`src/sv/jsu_pkg.sv`:
```
// ----------------------------------------------------------------------------
// jsu_pkg: shared types and constants of the JSON string unescaper
// Escape modes, character codes, UTF-8 encoding constants and the decoded
// item that the front end hands to the output side.
// ----------------------------------------------------------------------------
package jsu_pkg;

   typedef enum logic [1:0] {
      MODE_IDLE,
      MODE_ESC,
      MODE_HEX
   } mode_type;

   localparam int MAX_RESULTS = 3;

   localparam logic [7:0] CHAR_BACKSLASH = 8'h5C;
   localparam logic [7:0] CHAR_U         = 8'h75;
   localparam logic [7:0] CHAR_B         = 8'h62;
   localparam logic [7:0] CHAR_F         = 8'h66;
   localparam logic [7:0] CHAR_N         = 8'h6E;
   localparam logic [7:0] CHAR_R         = 8'h72;
   localparam logic [7:0] CHAR_T         = 8'h74;
   localparam logic [7:0] CHAR_0         = 8'h30;
   localparam logic [7:0] CHAR_9         = 8'h39;
   localparam logic [7:0] CHAR_LA        = 8'h61;
   localparam logic [7:0] CHAR_LF        = 8'h66;
   localparam logic [7:0] CHAR_UA        = 8'h41;
   localparam logic [7:0] CHAR_UF        = 8'h46;

   localparam logic [7:0] CTRL_BS = 8'h08;
   localparam logic [7:0] CTRL_FF = 8'h0C;
   localparam logic [7:0] CTRL_LF = 8'h0A;
   localparam logic [7:0] CTRL_CR = 8'h0D;
   localparam logic [7:0] CTRL_HT = 8'h09;

   localparam logic [7:0]  UTF8_LEAD2     = 8'hC0;
   localparam logic [7:0]  UTF8_LEAD3     = 8'hE0;
   localparam logic [7:0]  UTF8_CONT      = 8'h80;
   localparam logic [5:0]  UTF8_CONT_MASK = 6'h3F;
   localparam logic [15:0] UTF8_ONE_LIMIT = 16'h0080;
   localparam logic [15:0] UTF8_TWO_LIMIT = 16'h0800;

   // one decoded item: up to three output bytes, with end-of-string flag
   typedef struct packed {
      logic [MAX_RESULTS-1:0][7:0] bytes;
      logic [1:0]                  count;
      logic                        last;
   } cmd_type;

endpackage

```
`src/sv/jsu_req_if.sv`:
```
// ----------------------------------------------------------------------------
// jsu_req_if: raw string byte channel
// Valid/ready channel carrying one escaped byte and its end-of-string flag.
// ----------------------------------------------------------------------------
interface jsu_req_if;
   logic       valid;
   logic       ready;
   logic [7:0] in_byte;
   logic       in_last;

   modport source (output valid, output in_byte, output in_last, input ready);
   modport sink (input valid, input in_byte, input in_last, output ready);
endinterface

```
`src/sv/jsu_rsp_if.sv`:
```
// ----------------------------------------------------------------------------
// jsu_rsp_if: decoded UTF-8 byte channel
// Valid/ready channel carrying one decoded byte, its data flag and end flag.
// ----------------------------------------------------------------------------
interface jsu_rsp_if;
   logic       valid;
   logic       ready;
   logic [7:0] out_byte;
   logic       has_byte;
   logic       out_last;

   modport source (output valid, output out_byte, output has_byte, output out_last,
                   input ready);
   modport sink (input valid, input out_byte, input has_byte, input out_last,
                 output ready);
endinterface

```
`src/sv/json_string_unescape_utf8.sv`:
```
// ----------------------------------------------------------------------------
// json_string_unescape_utf8: JSON string body unescaper with UTF-8 output
// Decodes escapes and \u code points of a JSON string body into UTF-8 bytes.
// ----------------------------------------------------------------------------
// One raw byte is accepted per cycle while the queue has room. Each item
// yields zero to three result bytes, which leave the output register one per
// cycle while the output is ready; a \u escape that encodes to three bytes
// yields three results. The decoder keeps taking items while the output
// drains, until the QUEUE_DEPTH-entry queue of decoded items fills; the output
// handshake alone then sets the input rate. A string whose final byte yields
// nothing ends with one empty marker result (has_byte low, out_last high).
module json_string_unescape_utf8
   import jsu_pkg::*;
#(
   parameter int QUEUE_DEPTH = 4
) (
   input  logic      clock,
   input  logic      reset,
   jsu_req_if.sink   req_chan,
   jsu_rsp_if.source rsp_chan
);

   logic    push;
   cmd_type push_cmd;
   logic    q_full;
   logic    pop;
   logic    head_valid;
   cmd_type head_cmd;

   jsu_front u_front (
      .clock    (clock),
      .reset    (reset),
      .req_chan (req_chan),
      .q_full   (q_full),
      .push     (push),
      .push_cmd (push_cmd)
   );

   jsu_queue #(
      .DEPTH (QUEUE_DEPTH)
   ) u_queue (
      .clock      (clock),
      .reset      (reset),
      .push       (push),
      .push_cmd   (push_cmd),
      .full       (q_full),
      .pop        (pop),
      .head_valid (head_valid),
      .head_cmd   (head_cmd)
   );

   jsu_back u_back (
      .clock      (clock),
      .reset      (reset),
      .head_valid (head_valid),
      .head_cmd   (head_cmd),
      .pop        (pop),
      .rsp_chan   (rsp_chan)
   );

endmodule

```
`src/sv/jsu_front.sv`:
```
// ----------------------------------------------------------------------------
// jsu_front: escape decoder
// Accepts raw bytes, tracks escape state and turns each item into a decoded
// item of zero to three bytes for the queue.
// ----------------------------------------------------------------------------
module jsu_front
   import jsu_pkg::*;
(
   input  logic        clock,
   input  logic        reset,
   jsu_req_if.sink     req_chan,
   input  logic        q_full,
   output logic        push,
   output cmd_type     push_cmd
);

   mode_type    mode_ff, mode_in;
   logic [1:0]  hex_count_ff, hex_count_in;
   logic [15:0] code_ff, code_in;
   logic        prefix_ff, prefix_in;
   logic [7:0]  pending_ff [3];

   logic        accept;
   logic [7:0]  b;
   logic        last;
   logic        dig_ok;
   logic [3:0]  dig;
   logic [15:0] code_next;
   logic [7:0]  tmp [3];

   function automatic logic [7:0] map_escape(input logic [7:0] c);
      logic [7:0] r;
      unique case (c)
         CHAR_B:  r = CTRL_BS;
         CHAR_F:  r = CTRL_FF;
         CHAR_N:  r = CTRL_LF;
         CHAR_R:  r = CTRL_CR;
         CHAR_T:  r = CTRL_HT;
         default: r = c;
      endcase
      return r;
   endfunction

   assign b      = req_chan.in_byte;
   assign last   = req_chan.in_last;
   assign accept = req_chan.valid && req_chan.ready;
   assign req_chan.ready = !q_full;

   always_comb begin
      dig_ok = 1'b1;
      dig    = 4'd0;
      if (b >= CHAR_0 && b <= CHAR_9) begin
         dig = 4'(b - CHAR_0);
      end else if (b >= CHAR_LA && b <= CHAR_LF) begin
         dig = 4'(b - CHAR_LA + 8'd10);
      end else if (b >= CHAR_UA && b <= CHAR_UF) begin
         dig = 4'(b - CHAR_UA + 8'd10);
      end else begin
         dig_ok = 1'b0;
      end
   end

   assign code_next = (prefix_ff && dig_ok) ? {code_ff[11:0], dig} : code_ff;

   always_comb begin
      for (int j = 0; j < 3; j++) begin
         tmp[j] = (2'(j) == hex_count_ff) ? b : pending_ff[j];
      end
   end

   always_comb begin
      mode_in      = mode_ff;
      hex_count_in = hex_count_ff;
      code_in      = code_ff;
      prefix_in    = prefix_ff;
      unique case (mode_ff)
         MODE_IDLE: begin
            if (b == CHAR_BACKSLASH && !last) mode_in = MODE_ESC;
         end
         MODE_ESC: begin
            if (b == CHAR_U) begin
               mode_in      = MODE_HEX;
               hex_count_in = 2'd0;
               code_in      = 16'd0;
               prefix_in    = 1'b1;
            end else begin
               mode_in = MODE_IDLE;
            end
         end
         MODE_HEX: begin
            code_in   = code_next;
            prefix_in = prefix_ff && dig_ok;
            if (hex_count_ff == 2'd3) begin
               mode_in      = MODE_IDLE;
               hex_count_in = 2'd0;
            end else begin
               hex_count_in = hex_count_ff + 2'd1;
            end
         end
         default: mode_in = MODE_IDLE;
      endcase
      if (last) begin
         mode_in      = MODE_IDLE;
         hex_count_in = 2'd0;
         code_in      = 16'd0;
         prefix_in    = 1'b1;
      end
   end

   always_comb begin
      push_cmd.bytes = '0;
      push_cmd.count = 2'd0;
      push_cmd.last  = last;
      unique case (mode_ff)
         MODE_IDLE: begin
            if (!(b == CHAR_BACKSLASH && !last)) begin
               push_cmd.bytes[0] = b;
               push_cmd.count    = 2'd1;
            end
         end
         MODE_ESC: begin
            if (b != CHAR_U) begin
               push_cmd.bytes[0] = map_escape(b);
               push_cmd.count    = 2'd1;
            end
         end
         MODE_HEX: begin
            if (hex_count_ff == 2'd3) begin
               if (code_next < UTF8_ONE_LIMIT) begin
                  push_cmd.bytes[0] = code_next[7:0];
                  push_cmd.count    = 2'd1;
               end else if (code_next < UTF8_TWO_LIMIT) begin
                  push_cmd.bytes[0] = UTF8_LEAD2 | {3'd0, code_next[10:6]};
                  push_cmd.bytes[1] = UTF8_CONT | {2'd0, code_next[5:0] & UTF8_CONT_MASK};
                  push_cmd.count    = 2'd2;
               end else begin
                  push_cmd.bytes[0] = UTF8_LEAD3 | {4'd0, code_next[15:12]};
                  push_cmd.bytes[1] = UTF8_CONT | {2'd0, code_next[11:6] & UTF8_CONT_MASK};
                  push_cmd.bytes[2] = UTF8_CONT | {2'd0, code_next[5:0] & UTF8_CONT_MASK};
                  push_cmd.count    = 2'd3;
               end
            end else if (last) begin
               // string ended inside a short \u: drop it, decode held bytes
               priority case (hex_count_ff)
                  2'd0: begin
                     push_cmd.bytes[0] = tmp[0];
                     push_cmd.count    = 2'd1;
                  end
                  2'd1: begin
                     if (tmp[0] == CHAR_BACKSLASH) begin
                        if (tmp[1] != CHAR_U) begin
                           push_cmd.bytes[0] = map_escape(tmp[1]);
                           push_cmd.count    = 2'd1;
                        end
                     end else begin
                        push_cmd.bytes[0] = tmp[0];
                        push_cmd.bytes[1] = tmp[1];
                        push_cmd.count    = 2'd2;
                     end
                  end
                  default: begin
                     if (tmp[0] == CHAR_BACKSLASH) begin
                        if (tmp[1] != CHAR_U) begin
                           push_cmd.bytes[0] = map_escape(tmp[1]);
                           push_cmd.bytes[1] = tmp[2];
                           push_cmd.count    = 2'd2;
                        end else begin
                           push_cmd.bytes[0] = tmp[2];
                           push_cmd.count    = 2'd1;
                        end
                     end else if (tmp[1] == CHAR_BACKSLASH) begin
                        push_cmd.bytes[0] = tmp[0];
                        if (tmp[2] != CHAR_U) begin
                           push_cmd.bytes[1] = map_escape(tmp[2]);
                           push_cmd.count    = 2'd2;
                        end else begin
                           push_cmd.count = 2'd1;
                        end
                     end else begin
                        push_cmd.bytes[0] = tmp[0];
                        push_cmd.bytes[1] = tmp[1];
                        push_cmd.bytes[2] = tmp[2];
                        push_cmd.count    = 2'd3;
                     end
                  end
               endcase
            end
         end
         default: push_cmd.count = 2'd0;
      endcase
   end

   assign push = accept && (push_cmd.count != 2'd0 || last);

   always_ff @(posedge clock) begin
      if (reset) begin
         mode_ff      <= MODE_IDLE;
         hex_count_ff <= 2'd0;
         code_ff      <= 16'd0;
         prefix_ff    <= 1'b1;
      end else if (accept) begin
         mode_ff      <= mode_in;
         hex_count_ff <= hex_count_in;
         code_ff      <= code_in;
         prefix_ff    <= prefix_in;
      end
   end

   always_ff @(posedge clock) begin
      if (accept && mode_ff == MODE_HEX && hex_count_ff != 2'd3 && !last) begin
         pending_ff[hex_count_ff] <= b;
      end
   end

`ifndef SYNTHESIS
   a_last_clears: assert property (@(posedge clock) disable iff (reset)
      accept && last |=> mode_ff == MODE_IDLE && hex_count_ff == 2'd0 && prefix_ff)
      else $error("state not cleared after end of string");
   a_push_room: assert property (@(posedge clock) disable iff (reset)
      push |-> !q_full)
      else $error("push into full queue");
`endif

endmodule

```
`src/sv/jsu_queue.sv`:
```
// ----------------------------------------------------------------------------
// jsu_queue: decoded item queue
// Short FIFO of decoded items between the escape decoder and the output side.
// ----------------------------------------------------------------------------
module jsu_queue
   import jsu_pkg::*;
#(
   parameter int DEPTH = 4
) (
   input  logic    clock,
   input  logic    reset,
   input  logic    push,
   input  cmd_type push_cmd,
   output logic    full,
   input  logic    pop,
   output logic    head_valid,
   output cmd_type head_cmd
);

   localparam int PTR_W = $clog2(DEPTH);
   localparam int CNT_W = $clog2(DEPTH + 1);

   cmd_type          entry_ff [DEPTH];
   logic [PTR_W-1:0] wr_ptr_ff, rd_ptr_ff;
   logic [CNT_W-1:0] count_ff;
   logic             do_pop;

   assign full       = count_ff == CNT_W'(DEPTH);
   assign head_valid = count_ff != '0;
   assign head_cmd   = entry_ff[rd_ptr_ff];
   assign do_pop     = pop && head_valid;

   always_ff @(posedge clock) begin
      if (push) entry_ff[wr_ptr_ff] <= push_cmd;
   end

   always_ff @(posedge clock) begin
      if (reset) begin
         wr_ptr_ff <= '0;
         rd_ptr_ff <= '0;
         count_ff  <= '0;
      end else begin
         if (push) begin
            wr_ptr_ff <= (wr_ptr_ff == PTR_W'(DEPTH - 1)) ? '0 : wr_ptr_ff + 1'b1;
         end
         if (do_pop) begin
            rd_ptr_ff <= (rd_ptr_ff == PTR_W'(DEPTH - 1)) ? '0 : rd_ptr_ff + 1'b1;
         end
         if (push && !do_pop) count_ff <= count_ff + 1'b1;
         else if (!push && do_pop) count_ff <= count_ff - 1'b1;
      end
   end

`ifndef SYNTHESIS
   a_count_bound: assert property (@(posedge clock) disable iff (reset)
      count_ff <= CNT_W'(DEPTH))
      else $error("queue count out of range");
`endif

endmodule

```
`src/sv/jsu_back.sv`:
```
// ----------------------------------------------------------------------------
// jsu_back: output sequencer
// Walks the head item bytes into the output register one per unstalled cycle.
// ----------------------------------------------------------------------------
module jsu_back
   import jsu_pkg::*;
(
   input  logic      clock,
   input  logic      reset,
   input  logic      head_valid,
   input  cmd_type   head_cmd,
   output logic      pop,
   jsu_rsp_if.source rsp_chan
);

   logic [1:0] idx_ff, idx_in;
   logic       valid_ff, valid_in;
   logic [7:0] byte_ff, byte_in;
   logic       has_ff, has_in;
   logic       last_ff, last_in;
   logic       load;
   logic       final_byte;

   assign load       = !valid_ff || rsp_chan.ready;
   assign final_byte = head_cmd.count == 2'd0 || idx_ff == head_cmd.count - 2'd1;
   assign pop        = load && head_valid && final_byte;

   always_comb begin
      valid_in = valid_ff;
      byte_in  = byte_ff;
      has_in   = has_ff;
      last_in  = last_ff;
      idx_in   = idx_ff;
      if (load) begin
         valid_in = head_valid;
         has_in   = head_cmd.count != 2'd0;
         byte_in  = (head_cmd.count != 2'd0) ? head_cmd.bytes[idx_ff] : 8'd0;
         last_in  = head_cmd.last && final_byte;
         if (head_valid) idx_in = final_byte ? 2'd0 : idx_ff + 2'd1;
      end
   end

   always_ff @(posedge clock) begin
      if (reset) begin
         valid_ff <= 1'b0;
         idx_ff   <= 2'd0;
      end else begin
         valid_ff <= valid_in;
         idx_ff   <= idx_in;
      end
   end

   always_ff @(posedge clock) begin
      byte_ff <= byte_in;
      has_ff  <= has_in;
      last_ff <= last_in;
   end

   assign rsp_chan.valid    = valid_ff;
   assign rsp_chan.out_byte = byte_ff;
   assign rsp_chan.has_byte = has_ff;
   assign rsp_chan.out_last = last_ff;

`ifndef SYNTHESIS
   a_marker_form: assert property (@(posedge clock) disable iff (reset)
      valid_ff && !has_ff |-> last_ff && byte_ff == 8'd0)
      else $error("empty result that is not an end marker");
   a_idx_bound: assert property (@(posedge clock) disable iff (reset)
      head_valid && head_cmd.count != 2'd0 |-> idx_ff < head_cmd.count)
      else $error("byte index past item length");
`endif

endmodule

```
`src/flat_wrapper.sv`:
```
// flat-port wrapper written by rule: the top's interface ports become plain ports
module json_string_unescape_utf8_flat import jsu_pkg::*;
#(
   parameter int QUEUE_DEPTH = 4
)
  (clock, reset, req_chan_valid, req_chan_in_byte, req_chan_in_last, req_chan_ready, rsp_chan_valid, rsp_chan_out_byte, rsp_chan_has_byte, rsp_chan_out_last, rsp_chan_ready);
  jsu_req_if req_chan_i ();
  jsu_rsp_if rsp_chan_i ();
  input  logic clock;
  input  logic reset;
  input wire logic [$bits(req_chan_i.valid)-1:0] req_chan_valid;
  input wire logic [$bits(req_chan_i.in_byte)-1:0] req_chan_in_byte;
  input wire logic [$bits(req_chan_i.in_last)-1:0] req_chan_in_last;
  output wire logic [$bits(req_chan_i.ready)-1:0] req_chan_ready;
  output wire logic [$bits(rsp_chan_i.valid)-1:0] rsp_chan_valid;
  output wire logic [$bits(rsp_chan_i.out_byte)-1:0] rsp_chan_out_byte;
  output wire logic [$bits(rsp_chan_i.has_byte)-1:0] rsp_chan_has_byte;
  output wire logic [$bits(rsp_chan_i.out_last)-1:0] rsp_chan_out_last;
  input wire logic [$bits(rsp_chan_i.ready)-1:0] rsp_chan_ready;
  assign req_chan_i.valid = req_chan_valid;
  assign req_chan_i.in_byte = req_chan_in_byte;
  assign req_chan_i.in_last = req_chan_in_last;
  assign req_chan_ready = req_chan_i.ready;
  assign rsp_chan_valid = rsp_chan_i.valid;
  assign rsp_chan_out_byte = rsp_chan_i.out_byte;
  assign rsp_chan_has_byte = rsp_chan_i.has_byte;
  assign rsp_chan_out_last = rsp_chan_i.out_last;
  assign rsp_chan_i.ready = rsp_chan_ready;
  json_string_unescape_utf8 #(.QUEUE_DEPTH(QUEUE_DEPTH)) u_core (.clock(clock), .reset(reset), .req_chan(req_chan_i), .rsp_chan(rsp_chan_i));
endmodule
```
`config.mk`:
```
export PLATFORM = sky130hd
export DESIGN_NAME = json_string_unescape_utf8_flat
export DESIGN_NICKNAME = d
export VERILOG_FILES = /design/src/sv/jsu_pkg.sv /design/src/sv/jsu_req_if.sv /design/src/sv/jsu_rsp_if.sv /design/src/sv/json_string_unescape_utf8.sv /design/src/sv/jsu_front.sv /design/src/sv/jsu_queue.sv /design/src/sv/jsu_back.sv /design/src/flat_wrapper.sv
export SDC_FILE = /design/constraint.sdc
export NUM_CORES = 1
export LEC_CHECK = 0
export BUFFER_PORTS_ARGS = -buffer_cell sky130_fd_sc_hd__buf_4
export CAP_MARGIN = 5
export CORE_MARGIN = 1.5
export CORE_UTILIZATION = 60
export DETAILED_ROUTE_END_ITERATION = 16
export PLACE_DENSITY = 0.77
export SYNTH_ARGS = -nofsm -noshare
export SYNTH_HDL_FRONTEND = slang
export SYNTH_HIERARCHICAL = 1
export SYNTH_SLANG_ARGS = --single-unit
```
`constraint.sdc`:
```
create_clock -name clock -period 3.7 [get_ports clock]
set_input_delay 0.37 -clock clock [delete_from_list [all_inputs] [get_ports clock]]
set_output_delay 0.37 -clock clock [all_outputs]
set_load 0.05 [all_outputs]
```
# Word-level counts from Yosys, hierarchy flattened
# Memories as Yosys holds them, arrays and structs flattened. A register that Yosys moved wholly into a read port is not among the register bits.
# Cells that the tools add are included.
# W data, S select, Z words.
dict set report op_classes {
  add_sub_neg 12
  multipliers 0
  div 0
  magnitude_cmp 9
  eq_ne 36
  n_shift 0
  muxes 66
  bitwise_logic 0
  n_reduce_logical 36
}
# operator count
set op_table {}
lappend op_table {{$eq A8 B7 Y1 const B} 19}
lappend op_table {{$pmux W8 S5} 3}
lappend op_table {{$mux W16} 6}
lappend op_table {{$mux W8} 11}
lappend op_table {{$mux W10} 6}
lappend op_table {{$mux W26} 2}
lappend op_table {{$mux W18} 2}
lappend op_table {{$pmux W16 S2} 1}
lappend op_table {{$mux W2} 13}
lappend op_table {{$ne A8 B7 Y1 const B} 3}
lappend op_table {{$pmux W8 S3} 1}
lappend op_table {{$pmux W10 S2} 1}
lappend op_table {{$bmux W8 S2} 1}
lappend op_table {{$ge A8 B7 Y1 const B} 2}
lappend op_table {{$le A8 B7 Y1 const B} 2}
lappend op_table {{$logic_and A1 B1 Y1} 16}
lappend op_table {{$lt A16 B12 Y1 const B} 1}
lappend op_table {{$lt A16 B8 Y1 const B} 1}
lappend op_table {{$pmux W8 S2} 1}
lappend op_table {{$mux W4} 3}
lappend op_table {{$pmux W2 S3} 2}
lappend op_table {{$sub A4 B1 Y4 const B} 3}
lappend op_table {{$mux W1} 9}
lappend op_table {{$ne A3 B3 Y1 const B} 3}
lappend op_table {{26 further kinds} 47}
dict set report word_totals {
  reg_bits 41
  latch_bits 0
  mem_bits_rw 132
  rom_bits 0
  out_inout_bits 12
  word_cells 173
  mem_count 2
}
# name words word_bits read_ports rd_clocked_by_memory_dff write_ports line
set mem_list {}
lappend mem_list {u_core.u_queue.entry_ff 4 27 1 1 1 jsu_queue.sv:23} ;# cmd_type entry_ff [DEPTH];
lappend mem_list {u_core.u_front.pending_ff 3 8 3 0 1 jsu_front.sv:21} ;# logic [7:0] pending_ff [3];

# Longest topological paths before layout
dict set report depth {
  depth_word 19
  ltp_mapped 15
}

# Cells and area by module
# Netlist, hierarchy kept.
# mod n_inst cells_per_inst area_each_um2 seq_area_each_um2
set by_module_without_submodules {}
lappend by_module_without_submodules {jsu_queue 1 185 4401.7 3423.3}
lappend by_module_without_submodules {jsu_front 1 535 4281.6 1141.1}
lappend by_module_without_submodules {jsu_back 1 72 693.2 360.3}

# Least setup slack after synthesis
# OpenSTA, ideal clock, no wires.
dict set report synth_path {
  path_type {reg-to-reg}
  from {reg (tool-made name)}
  to {reg u_core.u_queue.count_ff[2]}
  arrival_ps 3197
  t_required_ps 3630
  setup_slack_ps 433
  stages_incl_launch_ff 16
  path_buffers 2
  period_less_slack_ps 3267
  path_cell_list {dfxtp_1 -> buf_6 -> buf_12 -> mux4_2 -> inv_1 -> ha_1 -> xor2_1 -> a21oi_2 -> nor2_1 -> o31ai_4 -> ha_1 -> inv_1 -> fa_1 -> xor2_1 -> or3_1 -> a21oi_1}
}
# element line
set synth_lines {}
lappend synth_lines {{end signal: assignment} jsu_queue.sv:49} ;# if (push && !do_pop) count_ff <= count_ff + 1'b1;
lappend synth_lines {{end signal: assignment} jsu_queue.sv:50} ;# else if (!push && do_pop) count_ff <= count_ff - 1'b1;
lappend synth_lines {{end: declaration} jsu_queue.sv:25} ;# logic [CNT_W-1:0] count_ff;

==> run summary <==
reg-to-reg slack, setup = 0.27 ns
Hold Vio Cnt, Final = 0
Max Root-Sink Buffers = 2
number of I/O pins = 25
Cell variety after synth = 87
routability congestion estimate = 0.989
crit path DAT = 3.73 ns
Syn Nets = 821
core area = 0.0153 mm²
hold buffers post-CTS = 0
GRT Residual Overflow = 0
post-place setup slack = 0.343 ns
crit share post-route = 92.7%
Yosys warnings = 6
root buffer cell = clkbuf_16
hold crit path type = in -> reg
Slew headroom = 26.6%
Power Total = 5470 µW
fmax = 292 MHz
crit end category = register
Max Slew Vio Count = 0
drt wl/cell = 22.8 µm
vias per cell = 6.69
Max stage delay on crit path = 0.54 ns
Port Buffers = 24
Tmin final = 3.43 ns
TritonCTS clock tree = built
# rows = 45
async set-reset flop share out of synthesis = 0%
register area share after synthesis = 52.5%
first-pass GRT wire length = 37200 µm
clock sinks = 175
via count = 6988
CTS Buf Count = 17
Max VDD drop = 368 µV
non-filler cells in the finished layout = 1045
Total Neg Setup Slack = 0 ns
H-tree depth = 4
critical path, cell by cell = inv_1 -> ha_1 -> buf_4 -> mux2i_1 -> a21oi_1 -> a32o_1 -> o21ai_0 -> a21oi_1 -> o32a_1 -> o32ai_1 -> buf_4
Post-DP Area = 0.00982 mm²
Final WS setup = 0.270 ns
initial antenna violation count = 0
# diodes = 0
DRC violations left = 0
HPWL after detailed placement = 16500 µm
number of DRC markers in iteration 0 = 922
critical path required time = 4.00 ns
clock latency on the worst-skew pair = 0.44 ns
CP Class = reg -> reg
DRT Pass-1 Iters = 6
Design Area, Final = 0.0104 mm²
die height = 128 µm
total track usage = 30.5%
placed cell count = 1013
Synth Instances = 792
full die area = 0.0164 mm²
starting utilization of the core area = 61.5%
final setup vio count = 0
number of global-route vias before repair = 6689
layout cells sized above 1 = 18.6%
fillcell total = 1070
LEAKAGE = 0.00359 µW
Final ANT Viol Nets = 0
setup bufs post-CTS = 0
power per cell area = 527 mW/mm²
Nets = 850
#FFs+latches synth = 175
Clock Skew = 0.0111 ns
Resized Gates After CTS = 0
Syn-to-layout area delta = 10.8%
Routed WL = 23900 µm
max_cap viols = 0
Main synth FF type = edfxtp_1
Post-Syn Area = 0.00938 mm²
Slowest cell on crit path = o32ai_1
status = finished, final reports clean
number of flops mapped to enable cells by yosys = 142
clock-pin slew on the worst setup and hold paths = 0.07 ns
worst-margin pin slew = 1.09 ns
pin count of the biggest net entering global routing = 32
Die Span X = 128 µm
RSZ-0062 raised after global routing = no
Mean Syn Cell Area = 11.8 µm²
Critical Path Start Type = register
crit path max fanout = 11
-- per-layer routing --
metal / GRT usage [%] / wire length, µm / vias up
met1: 39.9 / 9810 / 3407
met5: 0 / 0 / -
met2: 50.9 / 11600 / 372
li1: - / - / 3131
met3: 5.47 / 1660 / 78
met4: 12.0 / 801 / 0
-- state kept, by name, summed over array words and instances (netlist names), named ones only --
name	flops
u_core/u_front/code_ff	16
u_core/u_queue/rd_ptr_ff	2
u_core/u_back/idx_ff	2
u_core/u_back/rsp_chan.out_byte	8
u_core/u_queue/entry_ff	108
u_core/u_front/pending_ff	24
u_core/u_back/rsp_chan.out_last	1
u_core/u_queue/count_ff	3
u_core/u_back/rsp_chan.valid	1
u_core/u_back/rsp_chan.has_byte	1
u_core/u_front/mode_ff	2
u_core/u_front/hex_count_ff	2
u_core/u_queue/wr_ptr_ff	2
u_core/u_front/prefix_ff	1
-- placed cells by master, fill, tap and decap left out, types with 14 or more instances in the layout --
master / count
nand2_1: 45
clkbuf_16: 17
dfxtp_1: 32
o21ai_0: 26
nand3_1: 14
a22oi_1: 19
buf_4: 59
mux2i_1: 28
edfxtp_1: 142
a21oi_1: 56
nor2_1: 94
mux2_2: 22
mux4_2: 20
inv_1: 21
ha_1: 15
-- stage by stage --
stage | util, % | hold WS, ns
6_report | 68.1 | 0.261
4_1_cts | 68.1 | 0.231
3_3_place_gp | 64.3 | 0.490
2_1_floorplan | - | 0.439
3_5_place_dp | 64.3 | 0.516
5_1_grt | 68.1 | 0.254
-- cell type report --
cell class | count | area [µm²] | share of cell area [%]
well taps | 211 | 264 | 2.54
inverters | 21 | 78.8 | 0.759
multi-input cells | 547 | 4110 | 39.5
clock inverters | 15 | 143 | 1.37
flip-flops and latches | 175 | 4930 | 47.4
repair buffers | 59 | 443 | 4.26
clock buffers | 17 | 425 | 4.10
-- critical path, delay by kind of cell (launching register included) --
family,cells,cell delay [ns]
adder cells (fa/ha/maj),1,0.43
AO/OA/AOI/OAI,6,1.59
multiplexers,1,0.36
buffers and inverters,3,0.60
flip-flops,1,0.33
-- synth_stat cells, drive strengths merged, types with 3 or more instances --
master / n / area, µm²
ha: 15 / 188
mux4: 27 / 634
nand4b: 3 / 26.3
nand4: 11 / 68.8
edfxtp: 142 / 4260
and3: 6 / 37.5
nor3b: 5 / 42.5
mux2i: 31 / 330
nor4: 11 / 87.6
and4b: 3 / 30.0
a31oi: 10 / 62.6
nor3: 13 / 76.3
dfxtp: 33 / 661
buf: 23 / 169
nand4bb: 3 / 33.8
inv: 21 / 78.8
or3: 4 / 25.0
clkbuf: 26 / 97.6
mux2: 24 / 278
xor2: 4 / 35.0
nor4b: 4 / 35.0
nand2b: 7 / 43.8
nand2: 45 / 169
and2: 9 / 56.3
nor2: 95 / 359
a21oi: 58 / 298
o211ai: 8 / 65.1
o22ai: 4 / 25.0
nor4bb: 4 / 40.0
xnor2: 4 / 35.0
o32ai: 6 / 52.6
o31ai: 4 / 43.8
a211oi: 8 / 60.1
nand3b: 5 / 37.5
a21boi: 3 / 22.5
a211o: 3 / 26.3
a22oi: 19 / 143
nand3: 14 / 70.1
o221ai: 5 / 43.8
nor2b: 9 / 56.3
o21ai: 31 / 166
-- cell families (layout without fill, tap and decap cells) --
family	after synthesis	after routing	synth area share (%)
adders and majority gates	16	16	2.22
AOI/OAI and AO/OA	184	184	13.2
muxes	82	82	13.3
DFF	175	175	52.5
and+or+nand+nor	257	257	14.4
xor gates and xnor gates	8	8	0.747
buffers and inverters	70	112	3.68
-- path summary, 6_finish.rpt --
check	start	cells after the start	end
hold / removal	req_chan_in_byte[5]	1	u_core/u_front/pending_ff[1][5]
setup / recovery	u_core/u_front/hex_count_ff[0]	11	u_core/u_queue/entry_ff[3][13]
hold reg to reg	u_core/u_queue/rd_ptr_ff[0]	2	register
setup reg to reg	u_core/u_front/hex_count_ff[0]	11	u_core/u_queue/entry_ff[3][13]
-- where the power goes --
group          leakage (µW)  internal [µW]  switching (µW)  total (µW)
clock network      0.000280            891             821        1710
registers           0.00162           2360            84.1        2440
logic               0.00169            522             796        1320
total               0.00359           3770            1700        5470
No activity file was read; power rests on OpenSTA's default activity.
